### config.mk
export PLATFORM = sky130hd
export DESIGN_NAME = dpm_div
export DESIGN_NICKNAME = d
export VERILOG_FILES = /design/src/design/dpm_pkg.sv /design/src/design/dpm_div.sv
export SDC_FILE = /design/constraint.sdc
export NUM_CORES = 2
export LEC_CHECK = 0
export BUFFER_PORTS_ARGS = -buffer_cell sky130_fd_sc_hd__clkbuf_2
export CORE_ASPECT_RATIO = 0.5
export CORE_MARGIN = 4
export CORE_UTILIZATION = 35
export CTS_CLUSTER_SIZE = 30
export DETAILED_ROUTE_END_ITERATION = 8
export GPL_TIMING_DRIVEN = 0
export PLACE_DENSITY = 0.53
export SLEW_MARGIN = 20
export SYNTH_ARGS = -nofsm -noshare
export SYNTH_HDL_FRONTEND = slang
export SYNTH_SLANG_ARGS = --single-unit
### constraint.sdc
create_clock -name i_clk -period 3.1 [get_ports i_clk]
set_input_delay 0.31 -clock i_clk [delete_from_list [all_inputs] [get_ports i_clk]]
set_output_delay 0.31 -clock i_clk [all_outputs]
set_load 0.01 [all_outputs]
### src/design/dpm_pkg.sv
package dpm_pkg;

    // Input item: temperature and humidity, both signed tenths
    typedef struct packed {
        logic signed [11:0] temperature_tenths;
        logic signed [11:0] humidity_tenths;
    } t_dpm_in;

    // Result item
    typedef struct packed {
        logic signed [11:0] dew_point_tenths;
        logic               humidity_error;
    } t_dpm_out;

    // Magnus coefficients in hundredths, and 10*B in hundredths
    localparam logic [11:0] COEF_WATER   = 12'd1762;
    localparam logic [11:0] COEF_ICE     = 12'd2246;
    localparam logic [18:0] BASE10_WATER = 19'd243120;
    localparam logic [18:0] BASE10_ICE   = 19'd272620;

    // ln(2) in Q24, log2(1000) in Q24 (same table and interpolation)
    localparam logic [23:0] LN2_Q24      = 24'd11629080;
    localparam logic [29:0] LOG2_1000    = 30'd167195816;

    // floor(x/10) for x < 2^12 as (x * TENTH_RECIP) >> 16
    localparam logic [12:0] TENTH_RECIP  = 13'd6554;

    localparam logic [10:0] DEW_LIMIT    = 11'd2000;

    // log2(1 + k/16), k = 0..16, Q24
    localparam logic [24:0] LOG2_TAB [17] = '{
        25'd0,        25'd1467383,  25'd2850868,  25'd4159533,  25'd5401057,
        25'd6581994,  25'd7707983,  25'd8783912,  25'd9814042,  25'd10802114,
        25'd11751428, 25'd12664911, 25'd13545168, 25'd14394532, 25'd15215099,
        25'd16008758, 25'd16777216
    };

endpackage

### src/design/dpm_div.sv
module dpm_div import dpm_pkg::*; #(
    parameter int NW = 39,
    parameter int DW = 19,
    parameter int TW = 8
) (
    input  logic          i_clk,
    input  logic          i_rst_n,
    input  logic          i_vld,
    input  logic [NW-1:0] i_num,
    input  logic [DW-1:0] i_den,
    input  logic [TW-1:0] i_tag,
    output logic          o_vld,
    output logic [NW-1:0] o_quo,
    output logic [TW-1:0] o_tag
);

    // One quotient bit per stage, restoring, MSB first
    logic          r_vld [NW];
    logic [DW-1:0] r_rem [NW];
    logic [NW-1:0] r_nq  [NW];
    logic [DW-1:0] r_den [NW];
    logic [TW-1:0] r_tag [NW];

    for (genvar s = 0; s < NW; s++) begin : g_stage
        logic          w_vld;
        logic [DW-1:0] w_rem;
        logic [NW-1:0] w_nq;
        logic [DW-1:0] w_den;
        logic [TW-1:0] w_tag;
        logic [DW:0]   w_trial;
        logic [DW-1:0] n_rem;
        logic          n_bit;

        if (s == 0) begin : g_first
            assign w_vld = i_vld;
            assign w_rem = '0;
            assign w_nq  = i_num;
            assign w_den = i_den;
            assign w_tag = i_tag;
        end else begin : g_next
            assign w_vld = r_vld[s-1];
            assign w_rem = r_rem[s-1];
            assign w_nq  = r_nq[s-1];
            assign w_den = r_den[s-1];
            assign w_tag = r_tag[s-1];
        end

        // Shift in the next numerator bit, subtract if it fits
        always_comb begin
            w_trial = {w_rem, w_nq[NW-1]};
            if (w_trial >= {1'b0, w_den}) begin
                n_rem = DW'(w_trial - {1'b0, w_den});
                n_bit = 1'b1;
            end else begin
                n_rem = w_trial[DW-1:0];
                n_bit = 1'b0;
            end
        end

        always_ff @(posedge i_clk) begin
            if (!i_rst_n) begin
                r_vld[s] <= 1'b0;
            end else begin
                r_vld[s] <= w_vld;
            end
            r_rem[s] <= n_rem;
            r_nq[s]  <= {w_nq[NW-2:0], n_bit};
            r_den[s] <= w_den;
            r_tag[s] <= w_tag;
        end
    end

    assign o_vld = r_vld[NW-1];
    assign o_quo = r_nq[NW-1];
    assign o_tag = r_tag[NW-1];

    // Remainder stays below the divisor
    a_rem_bound: assert property (@(posedge i_clk) disable iff (!i_rst_n)
        r_vld[0] |-> (r_rem[0] < r_den[0] || r_den[0] == '0))
        else $error("divider remainder out of bound");

    a_vld_shift: assert property (@(posedge i_clk) disable iff (!i_rst_n)
        r_vld[0] |-> ##(NW-1) o_vld)
        else $error("divider lost an item");

    a_tag_kept: assert property (@(posedge i_clk) disable iff (!i_rst_n)
        r_vld[0] |-> ##(NW-1) (o_tag == $past(r_tag[0], NW-1)))
        else $error("divider tag corrupted");

endmodule

==> results.txt <==
- Horiz. Die Dim: 801 um
* I/O Pins: about 120
- Clock tree from TritonCTS: done
- Once detailed placement completed, the half-perimeter wirelength came to 152000 um.
- In this run the remaining antenna-violating nets after routing total 0.
* Worst vdd ir: roughly 0.54 mV
- Synthesis inferred 3316 register bits.
* Result of the run: finished with violations
* Number of buffers created by CTS: 303
- Routed WL per cell: around 14 um
- Total via count in the routed design: 67191
* Synthesized area per cell: 11.2 sq um
- Crit path capture type: register
* Pins over their slew limit: 0
* Post-layout nets: 11274
- The number of different library cells used by synthesis comes to 101.
* Data arrival time of the critical path: about 4000 ps
* Non-filler cells, final: roughly 15000
* Number of failing hold endpoints at the final stage: 0
- In this run the core area contains 145 standard-cell rows.
- The clock passes through at most 4 buffers.
- Pin count of the biggest net entering global routing: 18
* Worst max-slew margin expressed relative to the limit: 43.6%
- Multi-input gate area in the final layout: 41500 sq um
* Layout fillers: 29396
- The Yosys step of the flow raised 0 warnings.
- When the netlist entered floorplanning its net count stood at about 11000.
- The signal on the critical path passes through inv_2 > ha_4 > fa_2 > nor2b_2 > o21ai_2 > a21boi_2 > o31a_1 > o21ai_4 > o41ai_4 > a311o_1 > a31oi_4 > buf_12 > clkbuf_16 > mux2_2.
- The checks that failed: setup timing.
- Static timing analysis puts the maximum clock frequency at around 320 MHz.
- Antenna violations before repair: 3
- After routing, the total negative slack on setup checks comes to -593 ps.
* Kind of path behind the tightest hold check: input port to register
* Number of clock sinks: between 3000 and 4000
- Number of enable flip-flop cells after synthesis: 0
- Async S/R FF share, synth: 0%
* Power density normalized to cell area: 1000 nW/um^2
- Unrepaired setup endpoints after global routing: yes
- Slew @ Worst Pin: about 840 ps
* Final cycle utilization of the critical path: 102%
- The H-tree generated during clock tree synthesis spans 5 levels.
- Summed over all layers, the routed wires come to 214000 um.
* Predominant post-synthesis flop cell: dfxtp_1
- Area of the die: 324000 sq um
* Count of buffers inserted at the top-level ports: 115
- Clock latency on the worst-skew pair, taken at its later pin, is between 800 and 900 ps.
- Setup violations remaining at the end of the flow were counted as 22.
* Max-cap violations: 0
- Total core area: between 300000 and 400000 sq um
- On the worst path, the slowest cell contributes a delay of 430 ps.
- On the critical path, the stage with the largest delay is an instance of a311o_1.
- The worst setup path is of the register to register kind.
- Count of routing violations after the opening detailed-route iteration: 3653
- First-pass GRT wire length: 341000 um
* Effective utilization at floorplan: 35.2%
- Worst endpoint required time: 3830 ps
- The floorplan step set the die height to 404 um.
- After detailed placement, the design holds a cell count of 14083.
* RD Place Congestion: 0.886
* Standby leakage power: 58.5 nW
* Minimum clock period: 3160 ps
- The cell count after synthesis came out at a little under 10000.
* FF-to-FF path depth: 14
- OpenSTA, run right after detailed placement, puts the worst setup slack at -1190 ps.
- Vias/cell: 4.52
- In the post-route analysis, the smallest setup slack over all paths is -59.0 ps.
- Number of cells traversed by the worst hold path: 2
- Number of iterations in the first detailed-routing pass: 7
- Final core area utilization: 41.9%
- After clock tree synthesis, the clock-pin slew on the worst setup and hold paths is 70 ps.
- Total area of sequential cells: ~66000 sq um
- Type of origin of the critical path: register
- Cells with a size suffix above 1 make up roughly 14% of the layout.
* Worst clock skew: between 50 and 60 ps
- Summing every instance area after synthesis gives 110000 sq um.
- From synthesis to final layout, the design area changed by 19.1%.
* Vias in the first global route: 65747
* Maximum fanout count along the critical path: 5
- In the routed design, unresolved DRC markers number 0.
- GRT Resource Usage Total: 12.7%
- Library cell used as clock root buffer: clkbuf_16
- For this run the aggregate overflow at the end of global routing stands at 0.
- For this run, the register share of the synthesized area comes to 60.4%.
-- placed cells by master (no fill, tap or decap), types with 73 or more instances in the layout --
master	n
nand3_1	103
nor2b_1	95
nor3_1	156
dfxtp_1	3287
nand4_1	73
clkbuf_1	79
inv_1	911
nand2b_1	76
o21a_1	114
mux2_4	114
mux2_2	204
buf_4	136
clkbuf_16	310
dlygate4sd3_1	89
xnor2_1	278
clkbuf_2	135
xor2_1	244
a21oi_1	479
nand2_1	615
o21ai_0	496
ha_1	699
a21o_1	197
nor2_1	407
-- metal layers --
| layer | part of all wire, % | routed length [um] | global-route usage (%) |
|---|---|---|---|
| met5 | 0 | 0 | 0 |
| met4 | 2.8 | 5950 | 3.97 |
| met3 | 4.2 | 9040 | 2.36 |
| met2 | 46 | 97500 | 21.2 |
| met1 | 47 | 101000 | 16.7 |
-- cell usage after synthesis, types with 46 or more instances --
cell type | instances | area share (%)
dfxtp_1 | 3316 | 60
inv_1 | 921 | 3.1
ha_1 | 724 | 8.2
nand2_1 | 621 | 2.1
o21ai_0 | 536 | 2.4
a21oi_1 | 497 | 2.3
nor2_1 | 414 | 1.4
mux2_2 | 280 | 2.9
xnor2_1 | 278 | 2.2
xor2_1 | 244 | 1.9
a21o_1 | 197 | 1.3
nor3_1 | 159 | 0.72
o21a_1 | 114 | 0.78
nor2b_1 | 109 | 0.62
nand3_1 | 105 | 0.48
nand2b_1 | 79 | 0.45
clkbuf_1 | 73 | 0.25
nand4_1 | 73 | 0.42
a31oi_1 | 70 | 0.40
and2_1 | 69 | 0.39
o21bai_1 | 65 | 0.44
a211oi_1 | 57 | 0.39
o31ai_1 | 51 | 0.35
mux2i_1 | 46 | 0.42
-- cells by family after synthesis --
logic type	share of synthesized area, %
compound gates	11.1
fa+ha+maj	8.91
simple gates	7.98
flops	60.4
mux	3.77
xor+xnor	4.16
buf+inv	3.71
-- report_power, final --
group | switching (W) | internal [W] | leakage [nW] | total (W)
Combinational | 0.0209 | 0.0195 | 25.8 | 0.0405
Clock | 0.0160 | 0.0221 | 5.01 | 0.0381
Sequential | 0.00313 | 0.0497 | 27.7 | 0.0528
Total | 0.0401 | 0.0913 | 58.5 | 0.131
-- state kept, by name, indices dropped and copies added, names as in the netlist --
register	count
r_tag	312
r_rem	722
r_vld	39
r_den	722
r_nq	1521
-- path summary, 6_finish.rpt --
kind	start	end	slack, ps
worst min-delay path	i_num[4]	r_nq[0][5]	100
worst min register to register	r_nq[1][219]	r_nq[1][259]	270
worst max register to register	r_nq[0][233]	r_rem[0][119]	-60
worst max-delay path	r_nq[0][233]	r_rem[0][119]	-60
-- critical path: cells and delay by family (launching register included) --
| kind | cells | cell delay (ps) |
|---|---|---|
| multiplexers | 1 | 320 |
| AO/OA/AOI/OAI | 7 | 1640 |
| AND/OR/NAND/NOR | 1 | 50 |
| buffers and inverters | 3 | 380 |
| flip-flops | 1 | 300 |
| adder cells (fa/ha/maj) | 2 | 360 |
-- per-stage QoR --
step	instance area, sq um	power, W	hold WS (ps)
floorplan	110000	0.0805	310
global placement	116000	0.0892	310
detailed placement	116000	0.0894	312
CTS	129000	0.132	0.465
global route	131000	0.140	27.3
finish	131000	0.131	104
-- timing repair --
action                                  4_1_cts  5_1_grt
gates cloned                                 11       11
endpoints found under the setup margin      702      640
resized for setup                           355      393
pin swaps                                    72      116
hold buffers                                 89        0
endpoints found under the hold margin       122        0
setup buffers                                75       74
-- area by class of cell --
class,instances,area share (%)
flip-flops and latches,3316,50.7
multi-input cells,5412,31.7
clock buffers,423,6.66
well taps,4189,4.00
inverters,924,2.65
repair buffers,369,2.30
clock inverters,115,1.19
plain buffers,118,0.775
diodes,2,0.00382
Note: power is estimated with default switching activity, not from simulation.
